## src/sv/c2d_pkg.sv

```systemverilog
// Shared types and constants of the 3x3 grey convolution block.
// Used by the front end, the job queue, the back end and the top level.
package c2d_pkg;

	localparam int MAX_WIDTH  = 2048;
	localparam int MAX_HEIGHT = 2048;
	localparam int COL_W      = $clog2(MAX_WIDTH);
	localparam int DIM_W      = 12;
	localparam int POS_W      = $clog2(MAX_HEIGHT + 1);
	localparam int PIX_W      = 8;
	localparam int TAP_W      = 16;
	localparam int NTAPS      = 9;
	localparam int PROD_W     = PIX_W + 1 + TAP_W;
	localparam int SUM_W      = PROD_W + 4;
	localparam int FRAC_W     = 8;
	localparam int QDEPTH     = 4;
	localparam int QPTR_W     = $clog2(QDEPTH);

	typedef enum logic [2:0] {
		REG_TAPS_LOW   = 3'd0,
		REG_TAPS_MID   = 3'd1,
		REG_TAP_LAST   = 3'd2,
		REG_WIDTH      = 3'd3,
		REG_HEIGHT     = 3'd4,
		REG_SAME_SIZE  = 3'd5
	} cfg_reg_t;

	typedef logic [NTAPS-1:0][PIX_W-1:0] win_t;
	typedef logic [NTAPS-1:0][TAP_W-1:0] taps_t;

	typedef struct packed {
		win_t win;
		logic need0;
		logic need1;
		logic fe0;
		logic fe1;
	} job_t;

	typedef struct packed {
		logic [DIM_W-1:0] width;
		logic [DIM_W-1:0] height;
		logic             same_size;
	} geom_t;

endpackage

```

## src/sv/c2d_queue.sv

```systemverilog
// Short first-word-fall-through job queue between front and back end.
// Uses c2d_pkg for the job type and depth.
module c2d_queue import c2d_pkg::*; (
	input  logic clk,
	input  logic arst_n,
	input  logic push,
	input  job_t push_job,
	output logic full,
	input  logic pop,
	output logic valid,
	output job_t head
);

	job_t              ent_q [QDEPTH];
	logic [QPTR_W-1:0] wp_q, rp_q;
	logic [QPTR_W:0]   cnt_q;

	assign full = (cnt_q == (QPTR_W+1)'(QDEPTH));
	assign valid = (cnt_q != '0);
	assign head = ent_q[rp_q];

	always_ff @(posedge clk) begin
		if (push) ent_q[wp_q] <= push_job;
	end

	always_ff @(posedge clk or negedge arst_n) begin
		if (!arst_n) begin
			wp_q <= '0;
			rp_q <= '0;
			cnt_q <= '0;
		end else begin
			if (push) wp_q <= wp_q + QPTR_W'(1);
			if (pop) rp_q <= rp_q + QPTR_W'(1);
			if (push && !pop) cnt_q <= cnt_q + (QPTR_W+1)'(1);
			else if (pop && !push) cnt_q <= cnt_q - (QPTR_W+1)'(1);
		end
	end

	a_no_overflow: assert property (@(posedge clk) disable iff (!arst_n)
		full |-> !push) else $error("job queue written while full");
	a_no_underflow: assert property (@(posedge clk) disable iff (!arst_n)
		pop |-> valid) else $error("job queue read while empty");
	a_count_bound: assert property (@(posedge clk) disable iff (!arst_n)
		cnt_q <= (QPTR_W+1)'(QDEPTH)) else $error("job queue count out of range");

endmodule

```

## config.mk

```make
export PLATFORM = sky130hd
export DESIGN_NAME = c2d_queue
export DESIGN_NICKNAME = d
export VERILOG_FILES = /design/src/sv/c2d_pkg.sv /design/src/sv/c2d_queue.sv
export SDC_FILE = /design/constraint.sdc
export NUM_CORES = 1
export LEC_CHECK = 0
export BUFFER_PORTS_ARGS = -buffer_cell sky130_fd_sc_hd__buf_4
export CAP_MARGIN = 20
export CORE_MARGIN = 2
export CORE_UTILIZATION = 50
export CTS_CLUSTER_DIAMETER = 80
export DETAILED_ROUTE_END_ITERATION = 6
export PLACE_DENSITY = 0.75
export SLEW_MARGIN = 20
export SYNTH_ARGS = -nofsm -noshare
export SYNTH_HDL_FRONTEND = slang
export SYNTH_SLANG_ARGS = --single-unit
export TNS_END_PERCENT = 10
```

## constraint.sdc

```tcl
create_clock -name clk -period 4.23 [get_ports clk]
set_input_delay 0.2115 -clock clk [delete_from_list [all_inputs] [get_ports clk]]
set_output_delay 0.2115 -clock clk [all_outputs]
set_load 0.05 [all_outputs]
```

# After elaboration in Yosys (flattened, before gate mapping)
# Memories as Yosys holds them, arrays and structs flattened.
# Cells that the tools add are included.
dict set report word_totals {
  ff_bits 7
  mem_bits_rw 304
  in_bits 80
  output_inout_bits 78
  word_cells 19
  mem_count 1
}
# memory depth word_bits rd rd_ports_with_merged_regs wr line_no
set memory_table {}
lappend memory_table {ent_q 4 76 1 0 1 c2d_queue.sv:14} ;# job_t ent_q [QDEPTH];
dict set report classes {
  addsub 4
  n_eq_ne 1
  n_mux 4
  reduce_logical 6
}
# cell count
set op_table {}
lappend op_table {{two-way mux 3 bit} 2}
lappend op_table {{adder 2 x 1 -> 2 bit (second input constant)} 2}
lappend op_table {{adder 3 x 1 -> 3 bit (second input constant)} 1}
lappend op_table {{== test 3 bit (second input constant)} 1}
lappend op_table {{nonzero test 3 bit} 1}
lappend op_table {{subtractor 3 x 1 -> 3 bit (second input constant)} 1}
lappend op_table {{logical AND 1 bit} 2}
lappend op_table {{logical NOT 1 bit} 2}
lappend op_table {{two-way mux 1 bit} 2}
lappend op_table {{nonzero test 2 bit} 1}

# Logic depth before layout (Yosys ltp)
dict set report logic_depth {
  word_depth 4
  depth_mapped 7
  depth_no_buf 7
}

# Worst setup path after synthesis
# Ideal clock, no wire load.
dict set report synth_timing {
  path_type {register to register}
  from {register wp_q[0]}
  to {memory ent_q[2][0] in the netlist's numbering, enable pin}
  setup_ns 0.443
  arrival_ns 2.389
  t_required_ns 3.787
  setup_slack_ns 1.398
  path_stages_with_launch 4
  n_path_buf 0
  cell_sequence {dfrtp_1 > inv_1 > ha_1 > and2_1}
}
# element line_no
set synth_rtl {}
lappend synth_rtl {{start, declared} c2d_queue.sv:15} ;# logic [QPTR_W-1:0] wp_q, rp_q;
lappend synth_rtl {{start signal, assigned} c2d_queue.sv:32} ;# if (push) wp_q <= wp_q + QPTR_W'(1);
lappend synth_rtl {{end, declared} c2d_queue.sv:14}
# No word-level cell before the write port.

==> flow_summary.json <==
{
  "arrival_ns": 2.79,
  "max_freq_mhz": 333,
  "final-instance-count-excl-fill": 1002,
  "cts_tree": "done",
  "p_sw_share_pct": 37.1,
  "synth.cell_area_um2": 11400,
  "final_cell_mix": "304 x edfxtp_1, 164 x buf_4, 81 x dlygate4sd3_1",
  "drcViolationCount": 0,
  "drt-pass1-iter-count": 5,
  "finalSetupTns_ns": 0,
  "timing.rr.end": "ent_q[0][71]",
  "ant_nets": 0,
  "holdBufCountCts": 81,
  "core_um2": 22500,
  "cts.sinks": 311,
  "drive_gt1_share_pct": 40.1,
  "hold_class": "primary input to flip-flop",
  "vias": 5349,
  "row_count": 55,
  "max_slew_margin_pct": 33.8,
  "start_kind": "flip-flop",
  "grt_pass1_wl_um": 32500,
  "yosysWarnings": 0,
  "fin_crit_sh_pct": 70.9,
  "gp_congestion": 0.679,
  "hp-start": "push_job[61]",
  "combPwrFrac_pct": 39.0,
  "internal-power_uw": 7000,
  "die_w_um": 155,
  "dieArea_um2": 24000,
  "dp_hpwl_um": 11300,
  "final_hold_viol_count": 0,
  "cts-buffers-inserted": 31,
  "synth-seq-cells": 311,
  "switching_power_uw": 4130,
  "grt_pass1_vias": 5998,
  "power_density_nw_per_um2": 762,
  "reg2reg_slack_ns": 2.03,
  "status": "finished, final reports clean",
  "max_cap_viol_count": 0,
  "clkSlewWorstSetupHoldPaths_ns": 0.06,
  "rsz0062_at_grt": "false",
  "final_common_cell": "edfxtp_1",
  "syn_area_per_cell_um2": 26.3,
  "cp_max_fo": 35,
  "yosysSeqAreaShare_pct": 81.8,
  "clock_latency_ns": 0.53,
  "syn2layout_area_growth_pct": 28.5,
  "via_per_inst": 5.34,
  "antenna_found_initial": 0,
  "routedWlPerCell_um": 20.7,
  "leakagePower_uw": 0.00507,
  "finalPower_uw": 11100,
  "sequentialPowerShare_pct": 39.1,
  "required_ns": 4.02,
  "grt_max_degree": 78,
  "fin_crit_ns": 3.00,
  "dpl.cell_count": 863,
  "yosysUniqueCellTypes": 21,
  "setup_viol": 0,
  "synth_nets": 518,
  "min_to": "ent_q[2][61]",
  "netlist_instances": 432,
  "io_buffers": 157,
  "drt_iter0_drc": 258,
  "cts-root-buf": "clkbuf_16",
  "nets": 780,
  "worstMarginPinSlew_ns": 0.993,
  "ir_drop_v": 0.000838,
  "fin_worst_skew_ns": 0.00515,
  "drt_wl_total_um": 20800,
  "utilization_pct": 64.9,
  "path_class": "flip-flop to output pin",
  "grt_use_total_pct": 17.5,
  "pwr-share-clk_pct": 21.8,
  "grt_overflow": 0,
  "crit_path_end_kind": "output pin",
  "worst_r2r_path_depth": 4,
  "whs_path_depth": 2,
  "ioPinCount": 158,
  "cts_setup_buffers": 0,
  "h-tree-depth": 1,
  "cts_resized": 0,
  "clockBufferDepth": 3,
  "die_y_um": 155,
  "slew_violations": 0,
  "start_util_pct": 50.5,
  "timing.rr.start": "wp_q[0]"
}
sequential cells by signal, indices dropped and copies added (netlist names):
register / cells
cnt_q: 3
ent_q: 304
rp_q: 2
wp_q: 2
cells by family after synthesis:
group                      Yosys count  share of synthesized area, %
muxes                               77                          15.2
DFF                                311                          81.8
adders and majority gates            6                         0.726
xor gates and xnor gates             6                         0.462
buffers and inverters               22                          1.36
AOI/OAI and AO/OA                    1                        0.0440
and+or+nand+nor                      9                         0.440
power groups by stage:
stage	Sequential, uW	Combinational (uW)	Clock [uW]
3_5_place_dp	4520	4200	0
4_1_cts	4460	4280	2480
6_report	4360	4350	2430
2_1_floorplan	4220	3340	0
5_1_grt	4430	4540	2620
3_3_place_gp	4470	4170	0
synthesized netlist by cell type:
cell	n	share of area (%)
xor2_1	4	0.31
nor2_1	1	0.033
fa_1	1	0.18
inv_1	4	0.13
dfrtp_1	7	1.5
and2_1	4	0.22
or3_1	1	0.055
nand2_1	2	0.066
xnor2_1	2	0.15
buf_8	1	0.13
buf_6	1	0.099
clkbuf_1	3	0.099
mux4_2	76	15
buf_2	8	0.35
nor3b_1	1	0.066
buf_12	2	0.35
o21ai_0	1	0.044
ha_1	5	0.55
mux2_2	1	0.099
buf_4	3	0.20
edfxtp_1	304	80
through the flow:
step	hold slack [ns]	instance area [um2]	worst slack (ns)
after floorplan	-0.0841	11400	1.40
after global placement	0.0284	12800	1.74
after detailed placement	0.0278	12800	1.72
after CTS	0.387	14600	1.14
after global routing	0.403	14600	1.01
final	0.415	14600	1.23
worst max-delay path by stage:
stage             endpoint    start  cells past startpoint  slack, ns
6_report          head[75]  rp_q[0]                      3       1.23
5_1_grt           head[75]  rp_q[0]                      3       1.01
4_1_cts           head[75]  rp_q[0]                      3       1.14
3_5_place_dp      head[75]  rp_q[0]                      3       1.72
3_3_place_gp      head[75]  rp_q[0]                      3       1.74
2_1_floorplan  ent_q[2][0]  wp_q[0]                      3       1.40
per-layer routing:
layer / share of wire [%] / routed length, um / vias to the layer above / global-route usage (%)
met5: 0 / 0 / - / 0
met4: 1.8 / 371 / 0 / 5.03
met3: 4.9 / 1030 / 34 / 3.45
met2: 51 / 10600 / 147 / 30.4
met1: 42 / 8750 / 2794 / 22.9
li1: - / - / 2374 / -
area by class of cell:
type	instances	area, um2
Antenna cell	1	2.50
Clock buffer	39	806
Clock inverter	16	97.6
Fill cell	1450	7890
Inverter	4	15.0
Multi-Input combinational cell	99	1920
Sequential cell	311	9310
Tap cell	285	357
Timing Repair Buffer	247	2100
worst max-delay path, stage by stage, from the launching register on:
cell and delay (ns):
dfrtp_4 0.89, buf_4 0.53, mux4_2 0.60, buf_4 0.21
Power figures use the tool's default switching activity.
