$ cat config.mk
export PLATFORM = sky130hd
export DESIGN_NAME = c2d_back
export DESIGN_NICKNAME = d
export VERILOG_FILES = /design/src/sv/c2d_pkg.sv /design/src/sv/c2d_back.sv
export SDC_FILE = /design/constraint.sdc
export NUM_CORES = 2
export LEC_CHECK = 0
export BUFFER_PORTS_ARGS = -buffer_cell sky130_fd_sc_hd__buf_4
export CAP_MARGIN = 15
export CORE_ASPECT_RATIO = 0.9
export CORE_MARGIN = 2
export CORE_UTILIZATION = 30
export DETAILED_ROUTE_END_ITERATION = 8
export PLACE_DENSITY_LB_ADDON = 0.08
export RECOVER_POWER = 25
export SLEW_MARGIN = 20
export SYNTH_ARGS = -nofsm -noshare
export SYNTH_HDL_FRONTEND = slang
export SYNTH_SLANG_ARGS = --single-unit
$ cat constraint.sdc
create_clock -name clk -period 16.4 [get_ports clk]
set_clock_uncertainty 0.1 [all_clocks]
set_input_delay 3.28 -clock clk [delete_from_list [all_inputs] [get_ports clk]]
set_output_delay 3.28 -clock clk [all_outputs]
set_load 0.005 [all_outputs]
$ cat src/sv/c2d_pkg.sv
// Shared types and constants of the 3x3 grey convolution block.
// Used by the front end, the job queue, the back end and the top level.
package c2d_pkg;

	localparam int MAX_WIDTH  = 2048;
	localparam int MAX_HEIGHT = 2048;
	localparam int COL_W      = $clog2(MAX_WIDTH);
	localparam int DIM_W      = 12;
	localparam int POS_W      = $clog2(MAX_HEIGHT + 1);
	localparam int PIX_W      = 8;
	localparam int TAP_W      = 16;
	localparam int NTAPS      = 9;
	localparam int PROD_W     = PIX_W + 1 + TAP_W;
	localparam int SUM_W      = PROD_W + 4;
	localparam int FRAC_W     = 8;
	localparam int QDEPTH     = 4;
	localparam int QPTR_W     = $clog2(QDEPTH);

	typedef enum logic [2:0] {
		REG_TAPS_LOW   = 3'd0,
		REG_TAPS_MID   = 3'd1,
		REG_TAP_LAST   = 3'd2,
		REG_WIDTH      = 3'd3,
		REG_HEIGHT     = 3'd4,
		REG_SAME_SIZE  = 3'd5
	} cfg_reg_t;

	typedef logic [NTAPS-1:0][PIX_W-1:0] win_t;
	typedef logic [NTAPS-1:0][TAP_W-1:0] taps_t;

	typedef struct packed {
		win_t win;
		logic need0;
		logic need1;
		logic fe0;
		logic fe1;
	} job_t;

	typedef struct packed {
		logic [DIM_W-1:0] width;
		logic [DIM_W-1:0] height;
		logic             same_size;
	} geom_t;

endpackage

$ cat src/sv/c2d_back.sv
// Back end: takes jobs from the queue, multiplies the window by the taps,
// sums, truncates toward zero and drives the output register. Uses c2d_pkg.
module c2d_back import c2d_pkg::*; (
	input  logic             clk,
	input  logic             arst_n,
	input  taps_t            taps,
	input  logic             q_valid,
	input  job_t             q_head,
	output logic             q_pop,
	output logic             out_valid,
	input  logic             out_ready,
	output logic [PIX_W-1:0] out_result,
	output logic             out_last
);

	logic                     sel_q;
	logic                     shift, fe, last;
	logic                     en_o, en2, enp;
	logic                     vp_s1, fe_s1, v_s2, fe_s2;
	logic signed [PROD_W-1:0] prod_s1 [NTAPS];
	logic signed [SUM_W-1:0]  sum_s2, sum;
	logic [SUM_W-1:0]         mag, quo;

	assign shift = !(q_head.need0 && !sel_q);
	assign fe = shift ? q_head.fe1 : q_head.fe0;
	assign last = !(q_head.need0 && q_head.need1) || sel_q;

	assign en_o = !out_valid || out_ready;
	assign en2 = !v_s2 || en_o;
	assign enp = !vp_s1 || en2;
	assign q_pop = enp && q_valid && last;

	always_ff @(posedge clk or negedge arst_n) begin
		if (!arst_n) begin
			sel_q <= 1'b0;
			vp_s1 <= 1'b0;
			v_s2 <= 1'b0;
			out_valid <= 1'b0;
		end else begin
			if (enp && q_valid) sel_q <= !last;
			if (enp) vp_s1 <= q_valid;
			if (en2) v_s2 <= vp_s1;
			if (en_o) out_valid <= v_s2;
		end
	end

	always_ff @(posedge clk) begin
		if (enp && q_valid) begin
			fe_s1 <= fe;
			for (int b = 0; b < 3; b++) begin
				for (int e = 0; e < 3; e++) begin
					logic [PIX_W-1:0] px;
					px = '0;
					if (!shift) px = q_head.win[b*3+e];
					else if (e < 2) px = q_head.win[b*3+e+1];
					prod_s1[b*3+e] <= $signed({1'b0, px}) * $signed(taps[b*3+e]);
				end
			end
		end
	end

	always_comb begin
		sum = '0;
		for (int k = 0; k < NTAPS; k++) sum = sum + SUM_W'(prod_s1[k]);
	end

	always_ff @(posedge clk) begin
		if (en2 && vp_s1) begin
			sum_s2 <= sum;
			fe_s2 <= fe_s1;
		end
	end

	assign mag = sum_s2[SUM_W-1] ? SUM_W'(-sum_s2) : SUM_W'(sum_s2);
	assign quo = mag >> FRAC_W;

	always_ff @(posedge clk) begin
		if (en_o && v_s2) begin
			out_result <= sum_s2[SUM_W-1] ? PIX_W'(-quo) : quo[PIX_W-1:0];
			out_last <= fe_s2;
		end
	end

endmodule

# After elaboration in Yosys (flattened, before gate mapping)
# Memory sizes are Yosys's and may differ from the RTL's.
# Cells that the tools add are included.
# totals
input_bits	224
mem_bits_rw	225
output_inout_bits	11
n_memories	1
register_bits	44
word_cells	68
# op_classes
n_mul	9
n_reduce_logical	16
addsub	10
n_mux	23
# mem_list
name	depth	word_bits	read_ports	rd_ports_with_merged_regs	write_ports	line	rtl
prod_s1	9	25	9	0	9	c2d_back.sv:20	logic signed [PROD_W-1:0] prod_s1 [NTAPS];
# op_table
cell	count
multiplier 9 x 16 -> 25 bit	9
two-way mux 8 bit	19
adder 29 x 25 -> 29 bit	4
adder 28 x 25 -> 29 bit	1
adder 27 x 25 -> 28 bit	1
adder 26 x 25 -> 27 bit	1
adder 25 x 25 -> 26 bit	1
two-way mux 16 bit	1
negator 16 bit	1
negator 8 bit	1
logical AND 1 bit	6
logical NOT 1 bit	6
logical OR 1 bit	4
two-way mux 1 bit	3

# Logic depth before layout (Yosys ltp)
# An unclocked memory read counts as a cell.
# depth
word_depth	9
ltp_mapped	24
ltp_nobuf	20

# Least setup slack after synthesis
# Ideal clock, no wire load.
# synth_path
path_kind	input-to-reg
from	input q_head[3] (netlist name)
to	memory prod_s1[0][149] (netlist name), data pin
setup_ns	0.260
arrival_time_ns	8.356
n_path_buf	4
setup_slack_ns	7.685
required_ns	16.040
path_stages	22
path_cell_list	nor2b_1 > buf_2 > buf_2 > buf_1 > and2_0 > clkbuf_1 > nand2_1 > fa_1 > inv_1 > fa_1 > fa_1 > inv_1 > fa_1 > inv_1 > ha_1 > a21o_1 > a21oi_1 > o31ai_2 > a2111oi_4 > o31ai_1 > a31oi_1 > xnor2_1
# synth_rtl
item	line	rtl
start: declaration	c2d_back.sv:8	input job_t q_head,
end: declaration	c2d_back.sv:20	

==> metrics.md <==
| Metric | Value |
|---|---|
| Outcome | complete, but fails checks |
| Failing checks | max-capacitance violations, max-slew violations |
| Largest net degree at the start of global routing | 125 |
| Post-synthesis cell type count | 67 |
| Worst R2R Setup Slack | 7950 ps |
| Ys async rst share | 1.56% |
| FF-to-FF path depth | 20 |
| Worst setup SP type | input pin |
| Number of routed nets with antenna violations | 0 |
| Worst-Margin Slew | 4250 ps |
| Critical path's slowest cell | nor2b_1 |
| Setup Fix Bufs, Post-CTS | 0 |
| Synth top area cells | fa_1, edfxtp_1, ha_1 |
| Seq/Total Area, Yosys | 13.9% |
| Post-Route WL | 158000 um |
| Hold Crit Depth | 0 |
| Hold path startpoint | fe_s2$_DFFE_PP_ |
| Initial Util | 30.2% |
| Drt pass-1 iters | 7 |
| Max FO, Critical Path | 124 |
| Total global-route track usage | 17.3% |
| Commonest non-fill, non-tap cell in the layout | inv_1 |
| Setup violators final | 0 |
| CORE AREA | 0.183 sq mm |
| Top cell by count, worst path | fa_1 |
| Reg2Reg Launch Point | sel_q$_DFFE_PN0P_ |
| Io pins | 235 |
| H-tree depth | 1 |
| Critical Path RT | 16660 ps |
| Mean post-synth cell area | 9.60 sq um |
| Share of cells above drive strength 1 | 6.16% |
| Final worst path period need | 10850 ps |
| Post-CTS sizing | 0 |
| Seq cells post-synth | 257 |
| Nets | 7734 |
| Num CTS Buffers | 30 |
| Layout fillers | 19.3k |
| Synthesized area | 0.0554 sq mm |
| Clk Tree Root Cell | clkbuf_16 |
| Hold Crit Endpoint | out_last$_DFFE_PP_ |
| Area growth syn-to-layout | 9.87% |
| Num Clock Sinks | 257 |
| Buf+Inv Stages, Crit Path | 6 |
| Post-synth top area share | 39.6% |
| Post-CTS Hold Fix Bufs | 0 |
| Hold WC Path Type | flip-flop to flip-flop |
| Yosys top cell by area | fa_1 |
| Residual DRC count | 0 |
| Number of flops mapped to enable cells by yosys | 253 |
| Reg-to-reg endpoint | prod_s1[0][224]$_DFFE_PP_ |
| CP endpoint kind | flip-flop |
| Clk buf depth | 3 |
| Critical path's top delay family | simple AND/OR/NAND/NOR gates |
| Row count | 149 |
| Vias | 37.7k |
| Worst-path clk slew | 70 ps |
| Setup CP Type | input pin to flip-flop |
| CTS tree | done |
| Routed length per instance | 18.9 um |
| Max-slew headroom | -185% |
| Fmax | 92.2 MHz |
| Initial antenna violation count | 10 |
| Most frequent cells in the layout | inv_1, fa_1, nand2_1, ha_1, edfxtp_1 |
| Vias in the first global route | 40.7k |
| First-pass GRT wire length | 250000 um |
| Die Ht | 412 um |
| Final period utilization | 66.2% |
| Main flop type after synthesis | edfxtp_1 |
| Final Max Slew Viols | 129 |
| Mapped Cells | 5767 |
| Worst-skew pair later-pin latency | 610 ps |
| Fin. Hold Viols | 0 |
| Synth Warn # | 0 |
| Max stage delay on crit path | 1320 ps |
| Iteration-0 DRC Markers | 1719 |
| Crit-path cells | clkbuf_4 > nor2b_1 > buf_12 > buf_4 > and2_0 > nand2_1 > fa_1 > inv_1 > fa_1 > inv_1 > fa_1 > fa_1 > inv_1 > ha_1 > a211oi_1 > nor2_1 > a311oi_1 > o21ai_1 > o31ai_2 > a41oi_1 > xnor2_1 |
| I/O Buffers | 234 |
| Crit path DAT | 11110 ps |
| Synth Net Count | 7567 |
| Post-DP HPWL | 137000 um |
| Setup TNS | 0 ps |
| Max Cap Viol | 3 |
| GPL Wtd Cong | 0.825 |
| Die Area | 0.188 sq mm |
| Avg Vias per Cell | 4.50 |
| Die Wd | 457 um |
| Total global routing overflow | 0 |
| RSZ-0062 raised after global routing | false |
worst reg2reg max path: cells and delay by family, from the launching register on:
kind / cells / cell delay (ps)
buffers and inverters: 5 / 1380
AOI/OAI and AO/OA: 5 / 1550
and+or+nand+nor: 4 / 2410
xor gates and xnor gates: 1 / 160
adders and majority gates: 5 / 2220
DFF: 1 / 380
routing by layer:
layer	vias to the layer above	track usage, %	share of wire, %
met3	83	0.981	2.0
met1	19300	24.2	47
met2	426	30.2	49
li1	17800	-	-
met5	-	0	0
met4	0	2.35	1.5
area by class of cell:
class / count / area, sq um / area share, %
multi-input cells: 3807 / 41300 / 67.8
clock buffers: 36 / 795 / 1.31
clock inverters: 18 / 206 / 0.339
flip-flops and latches: 257 / 7700 / 12.7
well taps: 2416 / 3020 / 4.97
repair buffers: 250 / 1890 / 3.10
diodes: 2 / 5.00 / 0.00823
inverters: 1588 / 5960 / 9.80
synthesized netlist by cell type, types with 7 or more instances:
master	n
nand4_1	12
nor2b_1	200
o211ai_1	11
mux2i_1	14
a31oi_1	21
clkbuf_1	89
inv_1	1588
ha_1	480
xnor2_1	161
o31a_1	7
a21oi_1	147
nor4_1	13
fa_1	1096
o21a_1	33
o21bai_1	26
edfxtp_1	253
nand2b_1	25
and3_1	226
o31ai_1	18
a21o_1	79
nor3_1	24
buf_2	25
mux2_2	38
xor2_1	58
nor2_1	102
and2_1	245
nand2_1	562
nand3_1	31
o21ai_0	59
o21ai_1	12
a211oi_1	14
metrics by stage:
| step | std cells | area, sq um | setup slack (ps) | hold slack (ps) | util, % |
|---|---|---|---|---|---|
| 2_1_floorplan | 5767 | 55400 | 7680 | 300 | - |
| 3_3_place_gp | 8318 | 59800 | 5930 | 309 | 32.7 |
| 3_5_place_dp | 8318 | 59800 | 5940 | 307 | 32.7 |
| 4_1_cts | 8372 | 60900 | 6560 | 324 | 33.2 |
| 5_1_grt | 8373 | 60800 | 5040 | 324 | 33.2 |
| 6_report | 8374 | 60800 | 5550 | 323 | 33.2 |
kinds of logic (layout without fill, tap and decap cells):
family          after synthesis  count (layout)  share of synthesized area [%]
compound gates              489             489                           6.00
xor+xnor                    219             219                           3.46
fa+ha+maj                  1576            1576                           50.5
buf+inv                    1703            1892                           11.6
flops                       257             257                           13.9
mux                          52              52                           1.03
other cells                   0               2                              0
simple gates               1471            1471                           13.5
how the worst max path moves through the flow:
stage               from                        end  slack, ps  cells after the start
4_1_cts        q_head[3]  prod_s1[0][224]$_DFFE_PP_       6560                     21
3_3_place_gp   q_head[3]  prod_s1[0][224]$_DFFE_PP_       5930                     21
6_report       q_head[3]  prod_s1[0][224]$_DFFE_PP_       5550                     21
2_1_floorplan  q_head[3]  prod_s1[0][149]$_DFFE_PP_       7680                     22
5_1_grt        q_head[3]  prod_s1[0][224]$_DFFE_PP_       5040                     21
3_5_place_dp   q_head[3]  prod_s1[0][224]$_DFFE_PP_       5940                     21
registers in the layout, indices dropped and copies added, names as in the netlist:
name,cells
out_last,1
fe_s2,1
v_s2,1
fe_s1,1
prod_s1,225
vp_s1,1
sum_s2,17
sel_q,1
out_valid,1
out_result,8
Power is not shown: default switching activity piles up to over one toggle a cycle in this logic, so the estimate is an artifact.
